### config.mk
export PLATFORM = sky130hd
export DESIGN_NAME = websocket_frame_unmasker
export DESIGN_NICKNAME = d
export VERILOG_FILES = /design/src/hdl/wsfu_pkg.sv /design/src/hdl/websocket_frame_unmasker.sv
export SDC_FILE = /design/constraint.sdc
export NUM_CORES = 1
export LEC_CHECK = 0
export ABC_AREA = 1
export BUFFER_PORTS_ARGS = -buffer_cell sky130_fd_sc_hd__buf_2
export CORE_MARGIN = 3
export CORE_UTILIZATION = 58
export CTS_CLUSTER_SIZE = 16
export DETAILED_ROUTE_END_ITERATION = 8
export PLACE_DENSITY = 0.77
export SLEW_MARGIN = 20
export SYNTH_ARGS = -nofsm -noshare
export SYNTH_HDL_FRONTEND = slang
export SYNTH_SLANG_ARGS = --single-unit
### constraint.sdc
create_clock -name clk -period 2.5 [get_ports clk]
set_input_delay 0.5 -clock clk [delete_from_list [all_inputs] [get_ports clk]]
set_output_delay 0.5 -clock clk [all_outputs]
set_load 0.02 [all_outputs]
### src/hdl/wsfu_pkg.sv
// Package for the WebSocket frame unmasker.
// Holds the request and result structs, result kind codes and header constants.
// No dependencies.
package wsfu_pkg;

  typedef enum logic [1:0] {
    KIND_HEADER  = 2'd0,
    KIND_PAYLOAD = 2'd1,
    KIND_ERROR   = 2'd2
  } kind_t;

  // Lengths from this value upward announce an extended length field.
  localparam logic [6:0] LEN_EXTENDED = 7'd126;
  localparam int         KEY_BYTES    = 4;
  localparam logic [1:0] KEY_LAST_IDX = 2'(KEY_BYTES - 1);

  typedef struct packed {
    logic       frame_start;
    logic [7:0] data_byte;
  } in_item_t;

  typedef struct packed {
    kind_t      kind;
    logic       fin;
    logic [3:0] opcode;
    logic       masked;
    logic [6:0] payload_length;
    logic [7:0] data_out;
    logic       last;
  } out_item_t;

endpackage

### src/hdl/websocket_frame_unmasker.sv
// WebSocket frame deframer and unmasker, top level.
// Parses the base header, collects the masking key, emits header, payload and error results.
// Depends on wsfu_pkg.

// One received byte per clock is taken, back to back, and the result of each
// request is registered in the output register. A byte flagged frame_start
// begins a frame (FIN and opcode); the next byte gives MASK and the 7-bit
// length and yields a header result; four key bytes follow when MASK is set
// and yield nothing; each payload byte yields one unmasked result, the final
// one marked last. Lengths 126 and 127 yield one error result, after which
// bytes are dropped until the next frame_start. Input is accepted whenever the
// output register is empty or being emptied in the same cycle, so a stalled
// result holds the input side only for as long as it stays untaken.
module websocket_frame_unmasker (
  input  logic                clk,
  input  logic                rst_n,
  input  logic                in_valid,
  output logic                in_ready,
  input  wsfu_pkg::in_item_t  in_item,
  output logic                out_valid,
  input  logic                out_ready,
  output wsfu_pkg::out_item_t out_item
);
  import wsfu_pkg::*;

  typedef enum logic [2:0] {
    PH_IDLE,
    PH_LEN,
    PH_KEY,
    PH_DATA,
    PH_DROP
  } phase_t;

  phase_t     phase_r, phase_nxt;
  logic [4:0] fin_op_r, fin_op_nxt;
  logic       mask_r, mask_nxt;
  logic [1:0] key_cnt_r, key_cnt_nxt;
  logic [6:0] len_r, len_nxt;
  logic [6:0] idx_r, idx_nxt;
  logic [7:0] key_r [KEY_BYTES];
  logic       key_we;

  logic       out_valid_r;
  out_item_t  out_item_r;

  logic       take;
  logic       res_valid;
  out_item_t  res;
  logic [7:0] key_byte;
  logic [6:0] idx_inc;

  assign in_ready  = ~out_valid_r | out_ready;
  assign take      = in_valid & in_ready;
  assign out_valid = out_valid_r;
  assign out_item  = out_item_r;

  assign idx_inc  = idx_r + 7'd1;
  assign key_byte = mask_r ? key_r[idx_r[1:0]] : 8'h00;

  always_comb begin
    phase_nxt   = phase_r;
    fin_op_nxt  = fin_op_r;
    mask_nxt    = mask_r;
    key_cnt_nxt = key_cnt_r;
    len_nxt     = len_r;
    idx_nxt     = idx_r;
    key_we      = 1'b0;
    res_valid   = 1'b0;
    res         = '{kind: KIND_HEADER, fin: fin_op_r[4], opcode: fin_op_r[3:0],
                    masked: mask_r, payload_length: len_r, data_out: 8'h00,
                    last: 1'b0};
    if (take) begin
      if (in_item.frame_start) begin
        // restart: abandon any unfinished frame
        fin_op_nxt  = {in_item.data_byte[7], in_item.data_byte[3:0]};
        mask_nxt    = 1'b0;
        key_cnt_nxt = '0;
        len_nxt     = '0;
        idx_nxt     = '0;
        phase_nxt   = PH_LEN;
      end else begin
        unique case (phase_r)
          PH_LEN: begin
            mask_nxt   = in_item.data_byte[7];
            res.masked = in_item.data_byte[7];
            res_valid  = 1'b1;
            if (in_item.data_byte[6:0] >= LEN_EXTENDED) begin
              res.kind           = KIND_ERROR;
              res.payload_length = '0;
              res.last           = 1'b1;
              phase_nxt          = PH_DROP;
            end else begin
              len_nxt            = in_item.data_byte[6:0];
              idx_nxt            = '0;
              key_cnt_nxt        = '0;
              res.payload_length = in_item.data_byte[6:0];
              res.last           = (in_item.data_byte[6:0] == 7'd0);
              if (in_item.data_byte[7]) begin
                phase_nxt = PH_KEY;
              end else if (in_item.data_byte[6:0] != 7'd0) begin
                phase_nxt = PH_DATA;
              end else begin
                phase_nxt = PH_IDLE;
              end
            end
          end
          PH_KEY: begin
            key_we      = 1'b1;
            key_cnt_nxt = key_cnt_r + 2'd1;
            if (key_cnt_r == KEY_LAST_IDX) begin
              phase_nxt = (len_r != 7'd0) ? PH_DATA : PH_IDLE;
            end
          end
          PH_DATA: begin
            res_valid    = 1'b1;
            res.kind     = KIND_PAYLOAD;
            res.data_out = in_item.data_byte ^ key_byte;
            res.last     = (idx_inc == len_r);
            idx_nxt      = idx_inc;
            if (idx_inc == len_r) begin
              phase_nxt = PH_IDLE;
            end
          end
          PH_IDLE, PH_DROP: begin
            // drop bytes outside a frame
          end
          default: begin
            phase_nxt = PH_IDLE;
          end
        endcase
      end
    end
  end

  always_ff @(posedge clk) begin
    if (!rst_n) begin
      phase_r     <= PH_IDLE;
      fin_op_r    <= '0;
      mask_r      <= 1'b0;
      key_cnt_r   <= '0;
      len_r       <= '0;
      idx_r       <= '0;
      out_valid_r <= 1'b0;
    end else begin
      phase_r   <= phase_nxt;
      fin_op_r  <= fin_op_nxt;
      mask_r    <= mask_nxt;
      key_cnt_r <= key_cnt_nxt;
      len_r     <= len_nxt;
      idx_r     <= idx_nxt;
      if (in_ready) begin
        out_valid_r <= res_valid;
      end
    end
  end

  // payload registers, no reset
  always_ff @(posedge clk) begin
    if (key_we) begin
      key_r[key_cnt_r] <= in_item.data_byte;
    end
    if (in_ready && res_valid) begin
      out_item_r <= res;
    end
  end

  a_err_last: assert property (@(posedge clk) disable iff (!rst_n)
    out_valid_r && out_item_r.kind == KIND_ERROR |->
      out_item_r.last && out_item_r.payload_length == 7'd0)
    else $error("error result not closing frame");

  a_data_len: assert property (@(posedge clk) disable iff (!rst_n)
    phase_r == PH_DATA |-> len_r != 7'd0 && idx_r < len_r)
    else $error("payload index out of range");

  a_hdr_zero: assert property (@(posedge clk) disable iff (!rst_n)
    out_valid_r && out_item_r.kind != KIND_PAYLOAD |-> out_item_r.data_out == 8'h00)
    else $error("nonzero data on header or error result");

  a_key_done: assert property (@(posedge clk) disable iff (!rst_n)
    $past(phase_r) == PH_KEY && phase_r == PH_DATA |-> key_cnt_r == 2'd0)
    else $error("payload started before full key");

endmodule
==> results.md <==
* Post-synth EDFFs at 56
* TritonCTS clock tree: yes
* Final Max Slew Viols at 0
* Syn Inst Count at 387
* Largest net degree at the start of global routing at 25
* Clk slew on worst S/H paths at 0.08 ns
* Placer's final routability congestion estimate at 0.938
* CP Launch Point: phase_r[1]$_SDFFE_PN0P_
* Largest vdd supply drop at 426 uV
* Post-route ant nets at 0
* Die Ht at 86.4 um
* CP required at ~2.5 ns
* Final WS setup at about 0.53 ns
* Max-Cap Viols at 0
* Layout net count at between 400 and 500
* Main synth FF type: edfxtp_1
* Die width at 86.4 um
* Final Cycle Share at 0.789
* Vias in the first global route at around 2700
* Lkg Pwr at around 1.6 nW
* RSZ-0062 raised after global routing: no
* Critical path capture point type: flop
* CP Capture Point: key_r[3][2]$_DFFE_PP_
* Layout cells sized above 1 at 0.181
* Yosys cell types at 36
* Synthesized area at 3740 um2
* Synth area leaders: edfxtp_1 (45%), dfxtp_1 (15%), nand2_1 (7.4%)
* First drt pass iteration count at 5
* Sequential share of the synthesized area at 0.599
* H-tree depth at 3
* Detailed Route Iter0 Violations at ~260
* Fin crit period at about 2 ns
* Die area at 7460 um2
* Setup TNS at 0 ns
* CP Launch Type: flop
* Average wire per standard cell at approximately 16 um
* Slowest-stage cell, CP: nor2_1
* Gates resized, CTS repair at 0
* Initial antenna violation count at 0
* Fmax at approximately 510 MHz
* Drt total wl at 8.14 mm
* Sink Count at between 80 and 90
* Ys async rst share at 0
* Critical R2R Capture: key_r[3][2]$_DFFE_PP_
* Max Buffers Root-to-Sink at 2
* Diodes inserted at 0
* GRT overflow at 0
* Rel. slew slack at 0.509
* Pre-CTS setup slack at 0.497 ns
* Reg2reg start: phase_r[1]$_SDFFE_PN0P_
* Vias per cell at roughly 5.7
* CTS Hold Bufs at 0
* R2R Setup Slk at around 0.53 ns
* IO Count at 39
* Cell accounting for the most synthesized area: edfxtp_1
* Synth Warn # at 0
* Starting Density at 0.614
* Most frequent cell after synthesis: nand2_1
* CORE AREA at a little over 6000 um2
* Row cnt at 28
* Synth top area share at 0.449
* Final Skew at between 0.007 and 0.008 ns
* WP data arrival at slightly below 2 ns
* WS Path Type: flop to flop
* Hpwl dp at 5.82 mm
* Outcome: completed
* Synth cell count leaders: nand2_1 (74), edfxtp_1 (56), nor2_1 (46), inv_1 (35), a21oi_1 (33)
* Num CTS Buffers at 9
* CP Cell Sequence: inv_1 -> nor2_1 -> nand2_1 -> inv_1 -> nand2_1 -> nor2_1
* Mapped Avg Cell Area at around 9.7 um2
* Postcts setup bufs at 0
* Clock latency on the worst-skew pair at roughly 0.35 ns
* Post-Route Utilization at 0.690
* Synth Net Count at 405
* First-pass GRT wire length at ~13 mm
* Area delta synth->final at 12.3%
* Pwr Density at between 600 and 700 nW/um2
* I/O Buffers at 38
* CP peak stage delay at about 0.58 ns
* Max Fanout on Critical Path at 8
* Worst slew pin tran at roughly 0.73 ns
* Setup-failing EPs final at 0
* Final Hold Violating Endpoints at 0
* All-Layer GR Usage at 0.236
* Worst Reg-to-Reg Cells at 6
* # DRC at 0
* Synthesis-stage register bit count at 84
* Root Driver: clkbuf_8
* Hold/Removal Path Class: input port to flop
* Via count at between 2000 and 3000
* Worst hold slack at 0.432 ns
* Total power draw at ~2.7 mW
## kinds of logic (layout without fill, tap and decap cells)
kind of cell | Yosys count | count (layout) | share of synthesized area
XOR/XNOR | 2 | 2 | 0.00468
buffers and inverters | 50 | 99 | 0.0535
flip-flops | 84 | 84 | 0.599
AO/OA/AOI/OAI | 71 | 71 | 0.108
AND/OR/NAND/NOR | 175 | 175 | 0.219
adder cells (fa/ha/maj) | 5 | 5 | 0.0167
## registers in the layout (all words and copies together), names as in the netlist, named ones only
| name | flops |
|---|---|
| fin_op_r | 5 |
| idx_r | 7 |
| key_cnt_r | 2 |
| key_r | 32 |
| len_r | 7 |
| mask_r | 1 |
| out_item | 24 |
| out_valid | 1 |
| phase_r | 3 |
## per-layer routing
layer / track usage / part of all wire / up-vias
met5: 0 / 0 / -
met4: 0.0751 / 0.021 / 0
met3: 0.0523 / 0.073 / 19
met2: 0.359 / 0.46 / 110
met1: 0.339 / 0.45 / 1357
li1: - / - / 1407
## final cells by class
cell class	count	area (um2)
Sequential cell	84	2240
Clock buffer	10	128
Clock inverter	6	66.3
Inverter	42	160
Fill cell	470	1890
Multi-Input combinational cell	253	1300
Tap cell	75	93.8
Timing Repair Buffer	41	213
## worst max-delay path, delay by kind of cell, from the launching register on
kind          cells  cell delay [ns]
simple gates      4             0.96
buf+inv           2             0.18
flops             1             0.46
## placed cells by master, fill, tap and decap left out, types with 2 or more instances in the layout
| cell | n |
|---|---|
| a211oi_1 | 2 |
| a21oi_1 | 33 |
| buf_2 | 38 |
| buf_4 | 3 |
| clkbuf_8 | 9 |
| clkinvlp_4 | 3 |
| dfxtp_1 | 28 |
| edfxtp_1 | 56 |
| ha_1 | 5 |
| inv_1 | 35 |
| inv_2 | 5 |
| nand2_1 | 74 |
| nand2_2 | 5 |
| nand3_1 | 27 |
| nand4_1 | 6 |
| nor2_1 | 46 |
| nor2_2 | 3 |
| nor2_4 | 4 |
| o21ai_0 | 19 |
| o21ai_1 | 6 |
| o32ai_1 | 8 |
| or2_0 | 3 |
## where the power goes
part           leakage [nW]  switching [mW]  internal (mW)  total, mW
sequential            0.748          0.0224           1.50       1.53
clock                0.0885           0.470          0.461      0.931
combinational         0.785           0.158         0.0673      0.225
total                  1.62           0.651           2.03       2.68
## how the worst min path moves through the flow
stage / start / to / slack [ns] / cells past startpoint
after detailed placement: fin_op_r[4]$_SDFFE_PN0P_ / out_item[21]$_DFFE_PP_ / 0.42 / 0
final: in_item[4] / key_r[1][4]$_DFFE_PP_ / 0.43 / 1
after global routing: in_item[4] / key_r[1][4]$_DFFE_PP_ / 0.43 / 1
after floorplan: fin_op_r[0]$_SDFFE_PN0P_ / out_item[17]$_DFFE_PP_ / 0.41 / 0
after CTS: in_item[4] / key_r[1][4]$_DFFE_PP_ / 0.42 / 1
after global placement: fin_op_r[4]$_SDFFE_PN0P_ / out_item[21]$_DFFE_PP_ / 0.42 / 0
## per-stage QoR
stage | std cells | cell area (um2)
global route | 511 | 4210
detailed placement | 495 | 4010
finish | 511 | 4210
floorplan | 387 | 3740
global placement | 495 | 4010
CTS | 511 | 4210
No activity file was read; power rests on OpenSTA's default activity.
